File: src/hw/rtl/assert_macros.svh
// Assertion helpers. Each macro samples on clk and is disabled while rst_n is low.
`ifndef ASSERT_MACROS_SVH
`define ASSERT_MACROS_SVH

// The expression must hold at every clock edge.
`define ASSERT_ALWAYS(label, expr, msg) \
    label: assert property (@(posedge clk) disable iff (!rst_n) (expr)) \
        else $error(msg);

// Whenever the antecedent holds, the consequent must hold at the same edge.
`define ASSERT_IMPLIES(label, ante, cons, msg) \
    label: assert property (@(posedge clk) disable iff (!rst_n) (ante) |-> (cons)) \
        else $error(msg);

`endif

File: src/hw/rtl/mwvq_pkg.sv
package mwvq_pkg;

    localparam int SAMPLE_BITS = 16;
    localparam int WEIGHT_BITS = 16;
    localparam int SQ_W        = 2 * SAMPLE_BITS;
    localparam int WSQ_W       = WEIGHT_BITS + SQ_W;
    localparam int CMD_BITS    = 2;
    localparam int ADDR_BITS   = 15;
    localparam int INDEX_BITS  = 10;
    localparam int ERROR_BITS  = 37;
    localparam int VDIM_BITS   = 6;
    localparam int ECNT_BITS   = 11;
    localparam int CFG_BITS    = 11;
    localparam int CFG_IDX_BITS = 1;

    localparam logic [CMD_BITS-1:0] CMD_WRITE_CODE   = 2'd0;
    localparam logic [CMD_BITS-1:0] CMD_WRITE_TARGET = 2'd1;
    localparam logic [CMD_BITS-1:0] CMD_SEARCH       = 2'd2;

    localparam logic [CFG_IDX_BITS-1:0] REG_VECTOR_DIM  = 1'b0;
    localparam logic [CFG_IDX_BITS-1:0] REG_ENTRY_COUNT = 1'b1;

    localparam logic [VDIM_BITS-1:0] VECTOR_DIM_RESET  = 6'd20;
    localparam logic [ECNT_BITS-1:0] ENTRY_COUNT_RESET = 11'd1024;

    localparam logic [ERROR_BITS-1:0] ERR_MAX = '1;

    typedef struct packed {
        logic [CMD_BITS-1:0]           cmd;
        logic [ADDR_BITS-1:0]          addr;
        logic signed [SAMPLE_BITS-1:0] value;
        logic [WEIGHT_BITS-1:0]        weight;
    } in_word_t;

    typedef struct packed {
        logic [INDEX_BITS-1:0] best_index;
        logic [ERROR_BITS-1:0] min_error;
    } out_word_t;

    typedef struct packed {
        logic valid;
        logic first;
        logic last;
    } elem_ctl_t;

endpackage

File: src/hw/rtl/mwvq_dist.sv
module mwvq_dist #(
    parameter int DIM_MAX = 32
) (
    input  logic                                          clk,
    input  logic                                          rst_n,
    input  mwvq_pkg::elem_ctl_t                           ctl,
    input  logic [mwvq_pkg::SAMPLE_BITS-1:0]              cb_word,
    input  logic [mwvq_pkg::SAMPLE_BITS-1:0]              tgt_value,
    input  logic [mwvq_pkg::WEIGHT_BITS-1:0]              tgt_weight,
    output logic                                          done,
    output logic [mwvq_pkg::SQ_W+$clog2(DIM_MAX)-1:0]     entry_err,
    output logic [mwvq_pkg::WSQ_W+$clog2(DIM_MAX)-1:0]    entry_metric
);
    import mwvq_pkg::*;

    localparam int ERR_W = SQ_W + $clog2(DIM_MAX);
    localparam int MET_W = WSQ_W + $clog2(DIM_MAX);

    elem_ctl_t ctl_a_reg, ctl_b_reg, ctl_c_reg;
    logic      done_reg;

    logic [SAMPLE_BITS:0]   diff;
    logic [SAMPLE_BITS:0]   mag;
    logic [SAMPLE_BITS-1:0] ad_next, ad_reg;
    logic [WEIGHT_BITS-1:0] w_a_reg, w_b_reg;
    logic [SQ_W-1:0]        sq_next, sq_reg, sq_c_reg;
    logic [WSQ_W-1:0]       wsq_next, wsq_reg;
    logic [ERR_W-1:0]       err_acc_next, err_acc_reg;
    logic [MET_W-1:0]       met_acc_next, met_acc_reg;

    // Absent target elements contribute a zero difference.
    assign diff    = {cb_word[SAMPLE_BITS-1], cb_word} - {tgt_value[SAMPLE_BITS-1], tgt_value};
    assign mag     = diff[SAMPLE_BITS] ? (~diff + 1'b1) : diff;
    assign ad_next = (tgt_value != '0) ? mag[SAMPLE_BITS-1:0] : '0;

    assign sq_next  = SQ_W'(ad_reg) * SQ_W'(ad_reg);
    assign wsq_next = WSQ_W'(w_b_reg) * WSQ_W'(sq_reg);

    assign err_acc_next = ctl_c_reg.first ? ERR_W'(sq_c_reg) : err_acc_reg + ERR_W'(sq_c_reg);
    assign met_acc_next = ctl_c_reg.first ? MET_W'(wsq_reg) : met_acc_reg + MET_W'(wsq_reg);

    always_ff @(posedge clk or negedge rst_n)
    begin
        if (!rst_n)
        begin
            ctl_a_reg <= '0;
            ctl_b_reg <= '0;
            ctl_c_reg <= '0;
            done_reg  <= 1'b0;
        end
        else
        begin
            ctl_a_reg <= ctl;
            ctl_b_reg <= ctl_a_reg;
            ctl_c_reg <= ctl_b_reg;
            done_reg  <= ctl_c_reg.valid && ctl_c_reg.last;
        end
    end

    always_ff @(posedge clk)
    begin
        ad_reg   <= ad_next;
        w_a_reg  <= tgt_weight;
        sq_reg   <= sq_next;
        w_b_reg  <= w_a_reg;
        wsq_reg  <= wsq_next;
        sq_c_reg <= sq_reg;
        if (ctl_c_reg.valid)
        begin
            err_acc_reg <= err_acc_next;
            met_acc_reg <= met_acc_next;
        end
    end

    assign done         = done_reg;
    assign entry_err    = err_acc_reg;
    assign entry_metric = met_acc_reg;

endmodule
File: config.mk
export PLATFORM = sky130hd
export DESIGN_NAME = mwvq_dist
export DESIGN_NICKNAME = d
export VERILOG_FILES = /design/src/hw/rtl/assert_macros.svh /design/src/hw/rtl/mwvq_pkg.sv /design/src/hw/rtl/mwvq_dist.sv
export SDC_FILE = /design/constraint.sdc
export NUM_CORES = 2
export LEC_CHECK = 0
export ABC_AREA = 1
export BUFFER_PORTS_ARGS = -buffer_cell sky130_fd_sc_hd__buf_2
export CAP_MARGIN = 5
export CORE_MARGIN = 2
export CORE_UTILIZATION = 30
export DETAILED_ROUTE_END_ITERATION = 12
export PLACE_DENSITY = 0.44
export SLEW_MARGIN = 20
export SYNTH_ARGS = -nofsm -noshare
export SYNTH_HDL_FRONTEND = slang
export SYNTH_SLANG_ARGS = --single-unit
File: constraint.sdc
create_clock -name clk -period 5.4 [get_ports clk]
set_input_delay 0.54 -clock clk [delete_from_list [all_inputs] [get_ports clk]]
set_output_delay 0.54 -clock clk [all_outputs]
set_load 0.005 [all_outputs]
Word-level counts from Yosys, hierarchy flattened
Index checks and enable logic that the tools add are counted.
{"block": "totals", "inputBits": 53, "wordCells": 32, "out_inout_bits": 91, "ram_bits": 0, "latchBits": 0, "register_bits": 260, "mem_bits_ro": 0, "n_memories": 0}
{"block": "classes", "eq_ne": 0, "bitwise": 1, "div": 0, "add_sub_neg": 4, "reduce_logical": 2, "n_shift": 0, "n_mux": 3, "n_lt_le_gt_ge": 0, "mul": 2}
{"op": "adder 53 x 48 -> 53 bit", "count": 1}
{"op": "multiplier 16 x 32 -> 48 bit", "count": 1}
{"op": "two-way mux 48 bit", "count": 1}
{"op": "adder 37 x 32 -> 37 bit", "count": 1}
{"op": "multiplier 16 x 16 -> 32 bit", "count": 1}
{"op": "two-way mux 32 bit", "count": 1}
{"op": "subtractor 16 x 16 -> 17 bit", "count": 1}
{"op": "adder 16 x 1 -> 16 bit, second input constant", "count": 1}
{"op": "two-way mux 16 bit", "count": 1}
{"op": "NOT 16 bit", "count": 1}
{"op": "nonzero test 16 bit", "count": 1}
{"op": "logical AND 1 bit", "count": 1}

Logic depth before layout (Yosys ltp)
{"block": "logic_depth", "ltp_word": 4, "mapped_depth": 29, "mapped_depth_nobuf": 27}

Worst setup path after synthesis
Ideal clock, no wire load.
{"block": "synth_path", "path_type": "flip-flop to flip-flop", "from": "reg ad_reg[13]", "to": "reg sq_reg[28]", "synth_period_minus_slack_ns": 5.561, "path_buffers": 2, "arrival_time_ns": 5.442, "setup_time_ns": 0.119, "setup_slack_ns": -0.161, "path_stages_with_launch": 25, "required_time_ns": 5.281, "path_cell_list": "dfxtp_1 > clkbuf_1 > clkbuf_1 > nand2_1 > fa_1 > inv_1 > fa_1 > inv_1 > fa_1 > inv_1 > fa_1 > inv_1 > fa_1 > inv_1 > fa_1 > ha_1 > a21oi_1 > o21ai_0 > a21oi_1 > nand3_1 > a21o_1 > nand2_1 > inv_1 > o21ai_0 > nand2_1"}
{"block": "synth_via", "elab_chain_cells": 1}
{"item": "start, declared", "line": "mwvq_dist.sv:24", "rtl": "logic [SAMPLE_BITS-1:0] ad_next, ad_reg;"}
{"item": "start signal, assigned", "line": "mwvq_dist.sv:62", "rtl": "ad_reg <= ad_next;"}
{"item": "multiplier 16 x 16 -> 32 bit", "line": "mwvq_dist.sv:36", "rtl": "assign sq_next = SQ_W'(ad_reg) * SQ_W'(ad_reg);"}
{"item": "net sq_next[28]", "line": "mwvq_dist.sv:26", "rtl": "logic [SQ_W-1:0] sq_next, sq_reg, sq_c_reg;"}
{"item": "end signal, assigned", "line": "mwvq_dist.sv:64", "rtl": "sq_reg <= sq_next;"}
{"item": "end, declared", "line": "mwvq_dist.sv:26"}
The timed path passes the listed nets, and every way through them passes these cells.
A chain may end at the register's enable or synchronous reset.

Worst setup path in the final report
{"block": "layout_path", "from": "reg w_b_reg[1]", "to": "reg wsq_reg[44]"}
{"block": "layout_via", "elab_chain_cells": 1}
{"item": "start, declared", "line": "mwvq_dist.sv:25", "rtl": "logic [WEIGHT_BITS-1:0] w_a_reg, w_b_reg;"}
{"item": "start signal, assigned", "line": "mwvq_dist.sv:65", "rtl": "w_b_reg <= w_a_reg;"}
{"item": "multiplier 16 x 32 -> 48 bit", "line": "mwvq_dist.sv:37", "rtl": "assign wsq_next = WSQ_W'(w_b_reg) * WSQ_W'(sq_reg);"}
{"item": "net wsq_next[44]", "line": "mwvq_dist.sv:27", "rtl": "logic [WSQ_W-1:0] wsq_next, wsq_reg;"}
{"item": "end signal, assigned", "line": "mwvq_dist.sv:66", "rtl": "wsq_reg <= wsq_next;"}
{"item": "end, declared", "line": "mwvq_dist.sv:27"}
The timed path passes the listed nets, and every way through them passes these cells.

==> reports/results.txt <==
Flop and latch count out of synthesis = 258
Crit path time final = 5.478 ns
Unique masters post-synth = 48
Routability cong. = 0.9225
Setup ws final = -0.07761 ns
Top-count cell post-synth = nand2_1
Kind of start point of the critical path = flip-flop
Top cell type's share of synthesized area = 0.3004
Largest net degree at the start of global routing = 68
RSZ-0062 raised after global routing = true
Relative slew slack = 0.3760
Total Routing Usage GR = 0.1918
Worst Skew = 0.03471 ns
Crit. End Element = flip-flop
Avg Synthesized Cell Area = 7.538 sq um
Clock Sinks = 258
CP Data Arrival Time = 6.03 ns
Sequential area share after synthesis = 0.1591
CP Data Required Time = 5.95 ns
Post-DR vias/cell = 4.516
Initial antenna violation count = 2
Critical path class = reg2reg
Share of cells above drive strength 1 = 0.2147
Gate Count Post-Synth = 5101
Ant diodes = 0
Die area = 131100 sq um
First-pass DRT Iterations = 7
Synth top area cells = fa_1, nand2_1, inv_1, ha_1, dfxtp_1
Yosys warns = 0
Fin nets = 6609
I/O Pins = 144
Drt drc = 0
Worst hold path class = in2reg
CTS Buf Count = 40
Port buffer count = 143
Overall die height = 362.0 microns
Share of async-settable or async-resettable flops after synthesis = 0.03876
Routed WL per cell = 17.53 microns
Status = finished with violations
Maxcap violations = 0
Crit path max fanout = 5
Setup tns final = -0.3805 ns
F_max = 0.1826 GHz
Worst-Margin Slew = 0.9360 ns
Clk root buf = clkbuf_16
Fin crit share = 1.014
First-pass GRT wire length = 196.4 mm
CTS tree = done
Starting Density = 0.3019
Antenna viol nets, final = 0
FP Rows = 131
Slew Viols, Final = 0
Vias in the first global route = 34950
Core ar. = 127400 sq um
DIE WIDTH = 362.0 microns
Gr ovfl total = 0
Final wirelength = 128.9 mm
Clk slew on worst S/H paths = 0.06 ns
Final setup viols = 11
Top_reg_cell synth = dfxtp_1
Final Hold Violating Endpoints = 0
H-tree levels = 2
DRT iter0 DRCs = 1624
Area Growth Syn to Fin = 27.28%
Synthesized area = 38450 sq um
Synth area leader = fa_1
Max reg flops = 53
Failing checks = setup timing
Post-DP HPWL = 106.4 mm
Max Root-Sink Buffers = 3
Via count = 33210
EDFF count, synth = 90
Ranking of synthesized cells by instance count = nand2_1, inv_1, fa_1
Skew-Pair Late Insertion Delay = 0.62 ns
[metrics by stage]
stage	util	setup WS, ns	instance area, sq um	hold slack (ns)	instances
after floorplan	-	-0.002955	38510	0.2444	5107
after global placement	0.3493	-0.5226	44490	0.3108	7198
after detailed placement	0.3493	-0.5116	44490	0.3121	7198
after CTS	0.3729	-0.1566	47490	0.002429	7301
after global routing	0.3843	-0.2919	48940	0.009831	7353
final	0.3843	-0.07761	48940	0.04960	7353
[worst max-delay path, stage by stage (launching register included)]
cell	delay, ns
dfxtp_4	0.39
buf_12	0.15
nand2_2	0.06
fa_1	0.55
inv_2	0.04
fa_1	0.53
inv_1	0.06
fa_1	0.50
inv_1	0.05
fa_1	0.45
fa_1	0.49
inv_1	0.05
fa_1	0.56
inv_2	0.06
ha_4	0.27
buf_6	0.11
nand2_2	0.07
buf_4	0.14
nor2_2	0.10
inv_2	0.07
nor2_1	0.09
inv_1	0.08
nor2_4	0.11
nand4_1	0.18
nand3_2	0.13
xor2_1	0.14
[metal layers]
metal	part of all wire	vias to the layer above	track usage
li1	-	16390	-
met1	0.44	16100	0.2452
met2	0.50	554	0.3441
met3	0.033	160	0.01818
met4	0.032	2	0.05041
met5	0.00012	-	0
[worst paths after layout]
path | startpoint | end | slack [ns] | cells after the start
setup / recovery | w_b_reg[1]$_DFF_P_ | wsq_reg[44]$_DFF_P_ | -0.08 | 25
hold / removal | tgt_weight[14] | w_a_reg[14]$_DFF_P_ | 0.05 | 1
setup reg to reg | w_b_reg[1]$_DFF_P_ | wsq_reg[44]$_DFF_P_ | -0.08 | 25
hold reg to reg | w_a_reg[11]$_DFF_P_ | w_b_reg[11]$_DFF_P_ | 0.32 | 0
max in group asynchronous | rst_n | ctl_c_reg[1]$_DFF_PN0_ | 4.87 | 2
min in group asynchronous | rst_n | ctl_c_reg[0]$_DFF_PN0_ | 0.32 | 2
[area by class of cell]
cell class	instances	area (sq um)
timing repair buffer	670	5673
multi-input combinational	3422	28900
tap	1662	2079
clock inverter	29	241.5
inverter	1267	4762
sequential	258	6238
fill	13260	78420
clock buffer	45	1051
[cell usage in the layout, fill, tap and decap left out, types with 26 or more instances in the layout]
master / instances
inv_2: 53
nor2_4: 26
nand3_1: 144
or2_2: 26
buf_2: 143
xnor2_1: 33
dfxtp_2: 26
fa_2: 33
buf_4: 421
buf_6: 36
ha_1: 276
xor2_1: 54
edfxtp_1: 90
nand2_1: 1209
a21oi_1: 196
nor2_1: 259
inv_1: 1211
o21ai_0: 141
buf_12: 48
ha_4: 41
clkbuf_16: 51
a21oi_2: 38
nor2_2: 26
fa_1: 544
nand2_2: 75
dfxtp_1: 110
nand4_1: 33
[cells by family (layout without fill, tap and decap cells)]
family,count (synthesis),count (layout),share of synthesized area
buf+inv,1427,2011,0.1396
flops,258,258,0.1591
simple gates,1897,1897,0.2001
xor+xnor,97,97,0.02209
compound gates,523,523,0.07445
other cells,2,8,0.0001953
fa+ha+maj,897,897,0.4045
[repair_timing]
item                                    CTS  global route
pin swaps                                89           137
resized for setup                       343           258
hold buffers                              6             0
hold endpoints to repair                 15             0
endpoints found under the setup margin   50            52
setup buffers                            20            44
cloned                                    4            10
Power is not shown: default switching activity piles up to over one toggle a cycle in this logic, so the estimate is an artifact.
